$ cat config.mk
export PLATFORM = sky130hd
export DESIGN_NAME = peak_valley_tracker_unit
export DESIGN_NICKNAME = d
export VERILOG_FILES = /design/src/hdl/pvt_pkg.sv /design/src/hdl/peak_valley_tracker_unit.sv /design/src/hdl/pvt_core.sv
export SDC_FILE = /design/constraint.sdc
export NUM_CORES = 1
export LEC_CHECK = 0
export BUFFER_PORTS_ARGS = -buffer_cell sky130_fd_sc_hd__buf_2
export CAP_MARGIN = 20
export CORE_MARGIN = 3
export CORE_UTILIZATION = 35
export CTS_BUF_LIST = sky130_fd_sc_hd__clkbuf_4 sky130_fd_sc_hd__clkbuf_8
export DETAILED_ROUTE_END_ITERATION = 8
export PLACE_DENSITY = 0.48
export SLEW_MARGIN = 25
export SYNTH_ARGS = -nofsm -noshare
export SYNTH_HDL_FRONTEND = slang
export SYNTH_HIERARCHICAL = 1
export SYNTH_SLANG_ARGS = --single-unit
$ cat constraint.sdc
create_clock -name clk -period 10.9 [get_ports clk]
set_input_delay 2.18 -clock clk [delete_from_list [all_inputs] [get_ports clk]]
set_output_delay 2.18 -clock clk [all_outputs]
set_load 0.05 [all_outputs]
$ cat src/hdl/pvt_pkg.sv
// shared types and constants for the peak and valley tracker
// no dependencies; imported by pvt_core and peak_valley_tracker_unit
`timescale 1ns / 1ps

package pvt_pkg;

    localparam int TEMP_W  = 16;
    localparam int TIME_W  = 32;
    localparam int HOLD_W  = 8;
    localparam int COUNT_W = HOLD_W + 1;
    localparam int AMP_W   = TEMP_W + 1;

    localparam logic [HOLD_W-1:0]        HOLD_RESET = 8'd40;
    localparam logic signed [TEMP_W-1:0] TEMP_MAX   = 16'sh7fff;

    // one sample request after the input register
    typedef struct packed {
        logic [TIME_W-1:0]        sample_time;
        logic signed [TEMP_W-1:0] temperature;
    } sample_t;

    // one result item
    typedef struct packed {
        logic [TIME_W-1:0]       first_peak_time;
        logic [TIME_W-1:0]       period;
        logic signed [AMP_W-1:0] amplitude;
        logic                    valley_found;
        logic                    peak_found;
    } result_t;

    // tracker status seen by the top level
    typedef struct packed {
        logic [1:0] peaks_seen;
    } status_t;

endpackage

$ cat src/hdl/peak_valley_tracker_unit.sv
// top level of the peak and valley tracker: stream ports, input and output registers
// depends on pvt_pkg and pvt_core
`timescale 1ns / 1ps

// Tracks a running maximum and minimum of a signed Q8.8 temperature stream and
// confirms a peak or valley once its candidate has gone hold_count samples without
// improvement. Each sample request yields exactly one result. Throughput is one
// sample per clock while the output is not stalled. The result becomes valid once
// its request has passed the input register and the single-pass update has been
// written into the output register. The tracker state advances only when the
// input register hands its sample to the output register, so a stalled output
// holds the state. hold_count is written on cfg_we and should change only while
// no request is in flight.
module peak_valley_tracker_unit (
    input  logic        clk,
    input  logic        rst_n,
    input  logic        cfg_we,
    input  logic [7:0]  cfg_data,      // hold_count
    input  logic        s_tvalid,
    output logic        s_tready,
    input  logic [47:0] s_tdata,       // temperature[15:0], sample_time[47:16]
    output logic        m_tvalid,
    input  logic        m_tready,
    output logic [87:0] m_tdata,       // amplitude[16:0], period[48:17],
                                       // first_peak_time[80:49], zero[87:81]
    output logic [1:0]  m_tuser        // peak_found[0], valley_found[1]
);
    import pvt_pkg::*;

    localparam int OUT_BITS = AMP_W + 2 * TIME_W;

    logic [HOLD_W-1:0] hold_reg;
    logic              in_valid_reg;
    sample_t           in_sample_reg;
    logic              out_valid_reg;
    result_t           out_result_reg;
    logic              advance;
    result_t           result;
    status_t           status;

    // configuration register
    always_ff @(posedge clk or negedge rst_n)
    begin
        if (!rst_n)
        begin
            hold_reg <= HOLD_RESET;
        end
        else if (cfg_we)
        begin
            hold_reg <= cfg_data;
        end
    end

    // handshake: stage moves forward when the output is free or being drained
    assign advance  = in_valid_reg && (!out_valid_reg || m_tready);
    assign s_tready = !in_valid_reg || advance;

    // input register
    always_ff @(posedge clk or negedge rst_n)
    begin
        if (!rst_n)
        begin
            in_valid_reg <= 1'b0;
        end
        else if (s_tready)
        begin
            in_valid_reg <= s_tvalid;
        end
    end

    always_ff @(posedge clk)
    begin
        if (s_tready && s_tvalid)
        begin
            in_sample_reg.temperature <= s_tdata[TEMP_W-1:0];
            in_sample_reg.sample_time <= s_tdata[TEMP_W+TIME_W-1:TEMP_W];
        end
    end

    pvt_core u_core (
        .clk        (clk),
        .rst_n      (rst_n),
        .step       (advance),
        .hold_count (hold_reg),
        .sample     (in_sample_reg),
        .result     (result),
        .status     (status)
    );

    // output register
    always_ff @(posedge clk or negedge rst_n)
    begin
        if (!rst_n)
        begin
            out_valid_reg <= 1'b0;
        end
        else if (advance)
        begin
            out_valid_reg <= 1'b1;
        end
        else if (m_tready)
        begin
            out_valid_reg <= 1'b0;
        end
    end

    always_ff @(posedge clk)
    begin
        if (advance)
        begin
            out_result_reg <= result;
        end
    end

    assign m_tvalid = out_valid_reg;
    assign m_tuser  = {out_result_reg.valley_found, out_result_reg.peak_found};
    assign m_tdata  = {{(88 - OUT_BITS){1'b0}},
                       out_result_reg.first_peak_time,
                       out_result_reg.period,
                       out_result_reg.amplitude};

`ifndef SYNTHESIS
    // an empty input register always takes a request
    assert property (@(posedge clk) disable iff (!rst_n) !in_valid_reg |-> s_tready)
        else $error("input register empty but not ready");

    // a held sample stays until the output side has room
    assert property (@(posedge clk) disable iff (!rst_n)
                     in_valid_reg && !advance |=> in_valid_reg)
        else $error("held sample lost");

    // a new result only appears after a processed sample
    assert property (@(posedge clk) disable iff (!rst_n)
                     $rose(m_tvalid) |-> $past(advance))
        else $error("result without a processed sample");

    // peak counter saturates at two
    assert property (@(posedge clk) disable iff (!rst_n) status.peaks_seen != 2'd3)
        else $error("peak counter overflow");
`endif

endmodule

$ cat src/hdl/pvt_core.sv
// tracker state and the single-pass update for one sample
// depends on pvt_pkg
`timescale 1ns / 1ps

module pvt_core (
    input  logic                          clk,
    input  logic                          rst_n,
    input  logic                          step,
    input  logic [pvt_pkg::HOLD_W-1:0]    hold_count,
    input  pvt_pkg::sample_t              sample,
    output pvt_pkg::result_t              result,
    output pvt_pkg::status_t              status
);
    import pvt_pkg::*;

    logic signed [TEMP_W-1:0] max_val_reg, max_val_next;
    logic [TIME_W-1:0]        max_time_reg, max_time_next;
    logic [COUNT_W-1:0]       max_cnt_reg, max_cnt_next;
    logic signed [TEMP_W-1:0] min_val_reg, min_val_next;
    logic [TIME_W-1:0]        min_time_reg, min_time_next;
    logic [COUNT_W-1:0]       min_cnt_reg, min_cnt_next;
    logic signed [TEMP_W-1:0] valley_val_reg, valley_val_next;
    logic signed [TEMP_W-1:0] peak_val_reg, peak_val_next;
    logic [TIME_W-1:0]        peak_time_reg, peak_time_next;
    logic [TIME_W-1:0]        prev_time_reg, prev_time_next;
    logic [TIME_W-1:0]        first_time_reg, first_time_next;
    logic [1:0]               seen_reg, seen_next;

    logic [COUNT_W-1:0] hold_ext;
    logic [COUNT_W-1:0] min_cnt_base;
    logic               peak;
    logic               valley;

    // saturating idle count step
    function automatic logic [COUNT_W-1:0] bump(input logic [COUNT_W-1:0] count,
                                                input logic [COUNT_W-1:0] hold);
        return (count <= hold) ? count + 1'b1 : count;
    endfunction

    assign hold_ext = {1'b0, hold_count};

    // maximum candidate and peak confirmation
    always_comb
    begin
        max_val_next    = max_val_reg;
        max_time_next   = max_time_reg;
        peak_val_next   = peak_val_reg;
        peak_time_next  = peak_time_reg;
        prev_time_next  = prev_time_reg;
        first_time_next = first_time_reg;
        seen_next       = seen_reg;
        min_cnt_base    = min_cnt_reg;
        if (sample.temperature > max_val_reg)
        begin
            max_val_next  = sample.temperature;
            max_time_next = sample.sample_time;
            max_cnt_next  = '0;
        end
        else
        begin
            max_cnt_next = bump(max_cnt_reg, hold_ext);
        end
        peak = (max_cnt_next == hold_ext);
        if (peak)
        begin
            if (seen_reg == 2'd0)
            begin
                first_time_next = max_time_next;
            end
            prev_time_next = peak_time_reg;
            peak_time_next = max_time_next;
            peak_val_next  = max_val_next;
            if (seen_reg != 2'd2)
            begin
                seen_next = seen_reg + 2'd1;
            end
            min_cnt_base  = '0;
            max_val_next  = sample.temperature;
            max_time_next = sample.sample_time;
        end
    end

    // minimum candidate and valley confirmation, after the peak clears its count
    always_comb
    begin
        min_val_next    = min_val_reg;
        min_time_next   = min_time_reg;
        valley_val_next = valley_val_reg;
        if (sample.temperature < min_val_reg)
        begin
            min_val_next  = sample.temperature;
            min_time_next = sample.sample_time;
            min_cnt_next  = '0;
        end
        else
        begin
            min_cnt_next = bump(min_cnt_base, hold_ext);
        end
        valley = (min_cnt_next == hold_ext);
        if (valley)
        begin
            valley_val_next = min_val_next;
            min_val_next    = sample.temperature;
            min_time_next   = sample.sample_time;
        end
    end

    // result from the updated state
    always_comb
    begin
        result.peak_found      = peak;
        result.valley_found    = valley;
        result.amplitude       = '0;
        result.period          = '0;
        result.first_peak_time = '0;
        if (seen_next != 2'd0)
        begin
            result.amplitude = {peak_val_next[TEMP_W-1], peak_val_next}
                             - {valley_val_next[TEMP_W-1], valley_val_next};
            result.first_peak_time = first_time_next;
        end
        if (seen_next == 2'd2)
        begin
            result.period = peak_time_next - prev_time_next;
        end
    end

    assign status.peaks_seen = seen_reg;

    // state registers, updated once per processed sample
    always_ff @(posedge clk or negedge rst_n)
    begin
        if (!rst_n)
        begin
            max_val_reg    <= '0;
            max_time_reg   <= '0;
            max_cnt_reg    <= '0;
            min_val_reg    <= TEMP_MAX;
            min_time_reg   <= '0;
            min_cnt_reg    <= '0;
            valley_val_reg <= '0;
            peak_val_reg   <= '0;
            peak_time_reg  <= '0;
            prev_time_reg  <= '0;
            first_time_reg <= '0;
            seen_reg       <= '0;
        end
        else if (step)
        begin
            max_val_reg    <= max_val_next;
            max_time_reg   <= max_time_next;
            max_cnt_reg    <= max_cnt_next;
            min_val_reg    <= min_val_next;
            min_time_reg   <= min_time_next;
            min_cnt_reg    <= min_cnt_next;
            valley_val_reg <= valley_val_next;
            peak_val_reg   <= peak_val_next;
            peak_time_reg  <= peak_time_next;
            prev_time_reg  <= prev_time_next;
            first_time_reg <= first_time_next;
            seen_reg       <= seen_next;
        end
    end

endmodule
==> qor.yml <==
status:
  outcome: "complete, no violations"
sta:
  drv_slew: 0
  period_needed_ps: 10030
  relSlewSlack_pct: 33.59
  worst_slack_ps: 865.9
  grt_setup_unrepaired: "false"
  timing.final.crit_share_pct: 92.06
  finalClockSkew_ps: 31.28
  worstMarginPinSlew_ps: 996.2
  finalSetupTns_ps: 0
  hold_viol_final: 0
  final-setup-viol-count: 0
  max_freq_mhz: 99.66
synth:
  synth-edff-count: 131
  synth_ff_type: "dfrtp_1"
  async_flop_share_pct: 62.89
  synth_top_family_by_area: "compound AO/OA/AOI/OAI gates"
  postSynthCellCount: 1880
  muxShareOfSynthArea_pct: 10.68
  synth_warnings: 6
  ys_seq_area_share_pct: 49.20
  synthXorXnorAreaFrac_pct: 1.858
  synth_top_area_share_pct: 26.54
  ys_top_cells_by_area: "dfrtp_1, edfxtp_1, ha_1, mux2_2, mux2i_1"
  ys_types: 89
  synthAdderAreaFrac_pct: 6.389
  synth_area_per_cell_um2: 10.28
  synth_compound_area_share_pct: 14.66
  synthSimpleGateAreaFrac_pct: 13.37
  netlist_area_um2: 19330
  ys_seq_elements: 353
  yosysTopAreaCell: "dfrtp_1"
power_and_ir_drop:
  power_density_nw_per_um2: 230.0
  pwr-share-seq_pct: 35.8
  ir_drop_v: 0.0001447
  switchingPower_mw: 1.989
  p_clk_share_pct: 26.6
  total_leakage_power_nw: 9.576
  comb_power_share_pct: 37.7
  p_int_mw: 3.125
  swShare_pct: 38.89
clock_network:
  cts_tree: "built"
  clock_latency_ps: 650
  cts.path.max_buffers: 3
  numCtsBuffers: 69
  clk_pin_slew_ps: 70
  cts.sinks: 353
  root_buffer: "clkbuf_8"
  ctsHoldBuffers: 0
  htreeDepth: 3
  post_cts_buffers: 0
  ctsResizeCount: 0
grt:
  antenna_found_initial: 6
  grt_pass1_wl_um: 83570
  track_usage_pct: 18.68
  first_global_vias: 14231
  grt_overflow: 0
  grt_max_degree: 175
finish:
  largest_reg_flops: 81
  area_delta_synth_final_pct: 15.02
  nets: 2181
  layout_common_cells: "dfrtp_1, nand2_1, nor2_1"
  layout_commonest_cell: "dfrtp_1"
  drive_gt1_share_pct: 21.68
worst_setup_path:
  cp.arrival_ps: 10430
  start_kind: "flip-flop"
  end_kind: "flip-flop"
  worstPathRequired_ps: 11290
  crit_path_max_incr_delay_ps: 610
  cp_slowest_cell: "dfstp_2"
  rr_worst_depth: 35
  crit_path_max_fanout: 23
  worstSetupPathType: "reg2reg"
placed_design:
  dp_hpwl_um: 38070
  portBuffers: 145
  post-place-ws_ps: 691.5
  routabilityCongestion: 0.8472
floorplan:
  die_w_um: 241
  io_pins: 153
  core_um2: 54240
  die_area_um2: 58080
  start_util_pct: 35.64
  die_y_um: 241
  rows: 85
route:
  totalWireLength_um: 54490
  initialDrtViolationCount: 1059
  dr.pass1.iters: 8
  final_antenna_net_count: 0
  wl_per_cell_um: 19.62
  vias: 14643
  drc: 0
  via_per_inst: 5.273
run:
  maxCapViolations: 0
hold_path:
  holdPathStages: 2
  hold_class: "reg2reg"
==> power by group through the flow <==
stage	clock network (mW)	logic, mW	registers [mW]
2_1_floorplan	0	1.31	1.88
3_3_place_gp	0	1.92	1.84
3_5_place_dp	0	1.93	1.85
4_1_cts	1.42	1.94	1.83
5_1_grt	1.48	2.13	1.86
6_report	1.36	1.93	1.83
==> Yosys cell counts (5+ instances only) <==
cell / number
o41ai_1: 7
dfrtp_1: 205
o21ai_1: 5
nand2b_1: 10
buf_4: 9
nor3_1: 31
a21oi_1: 100
inv_1: 75
clkbuf_1: 78
xor2_1: 21
a211o_1: 5
nand4_1: 12
o211ai_1: 8
edfxtp_1: 131
o21ai_0: 163
o31ai_1: 9
xnor2_1: 20
mux2_2: 98
a2111oi_0: 6
nor2b_1: 16
nor4_1: 8
nor3b_1: 6
o2111ai_1: 6
dfstp_2: 17
and3_1: 15
o21a_1: 6
and2_1: 15
ha_1: 93
buf_1: 9
o22ai_1: 8
or3_1: 13
nand2_1: 201
a211oi_1: 41
a21o_1: 11
mux2i_1: 84
o21bai_1: 5
a31oi_1: 12
nand3_1: 38
mux2_4: 8
buf_2: 5
nor2_1: 185
==> worst max-delay path: cells and delay by family, from the launching register on <==
kind,cells,cell delay [ps]
buffers and inverters,3,520
multiplexers,2,620
adder cells (fa/ha/maj),4,1240
AO/OA/AOI/OAI,15,4530
AND/OR/NAND/NOR,11,2230
flip-flops,1,610
==> worst paths after layout <==
path                                        start                     end  slack (ps)
max                                   hold_reg[5]             m_tdata[14]         870
min                        u_core/peak_val_reg[6]  u_core/peak_val_reg[6]         480
max reg2reg                           hold_reg[5]             m_tdata[14]         870
min reg2reg                u_core/peak_val_reg[6]  u_core/peak_val_reg[6]         480
max in group asynchronous                   rst_n   u_core/max_cnt_reg[4]        7970
min in group asynchronous                   rst_n   u_core/max_val_reg[9]        1570
==> per-stage QoR <==
step	util [%]	area, um^2	instances	hold slack (ps)	power [mW]
after floorplan	-	19350	1886	441.8	3.199
after global placement	38.33	20790	2649	462.0	3.759
after detailed placement	38.33	20790	2649	468.4	3.782
after CTS	40.92	22190	2775	482.6	5.191
after global routing	40.99	22230	2777	504.5	5.478
final	40.99	22230	2777	479.3	5.113
==> per-layer routing <==
metal  wire length, um  global-route usage [%]  up-vias
li1                  -                       -     7119
met1             26570                   27.45     7084
met2             23660                   27.66      350
met3              2932                   3.371       90
met4              1329                   6.500        0
met5                 0                       0        -
==> kinds of logic (layout without fill, tap and decap cells) <==
family	after synthesis	after routing
simple gates	570	570
compound gates	447	447
flops	353	353
mux	190	190
buf+inv	180	374
fa+ha+maj	98	98
xor+xnor	41	41
other cells	1	8
==> area by class of cell <==
| type | instances | area (um^2) |
|---|---|---|
| Fill cell | 5373 | 32010 |
| Antenna cell | 1 | 2.502 |
| Clock buffer | 94 | 1200 |
| Sequential cell | 353 | 9510 |
| Clock inverter | 32 | 203.9 |
| Inverter | 76 | 285.3 |
| Timing Repair Buffer | 172 | 987.2 |
| Multi-Input combinational cell | 1353 | 9173 |
| Tap cell | 696 | 870.8 |
Note: power is estimated with default switching activity, not from simulation.
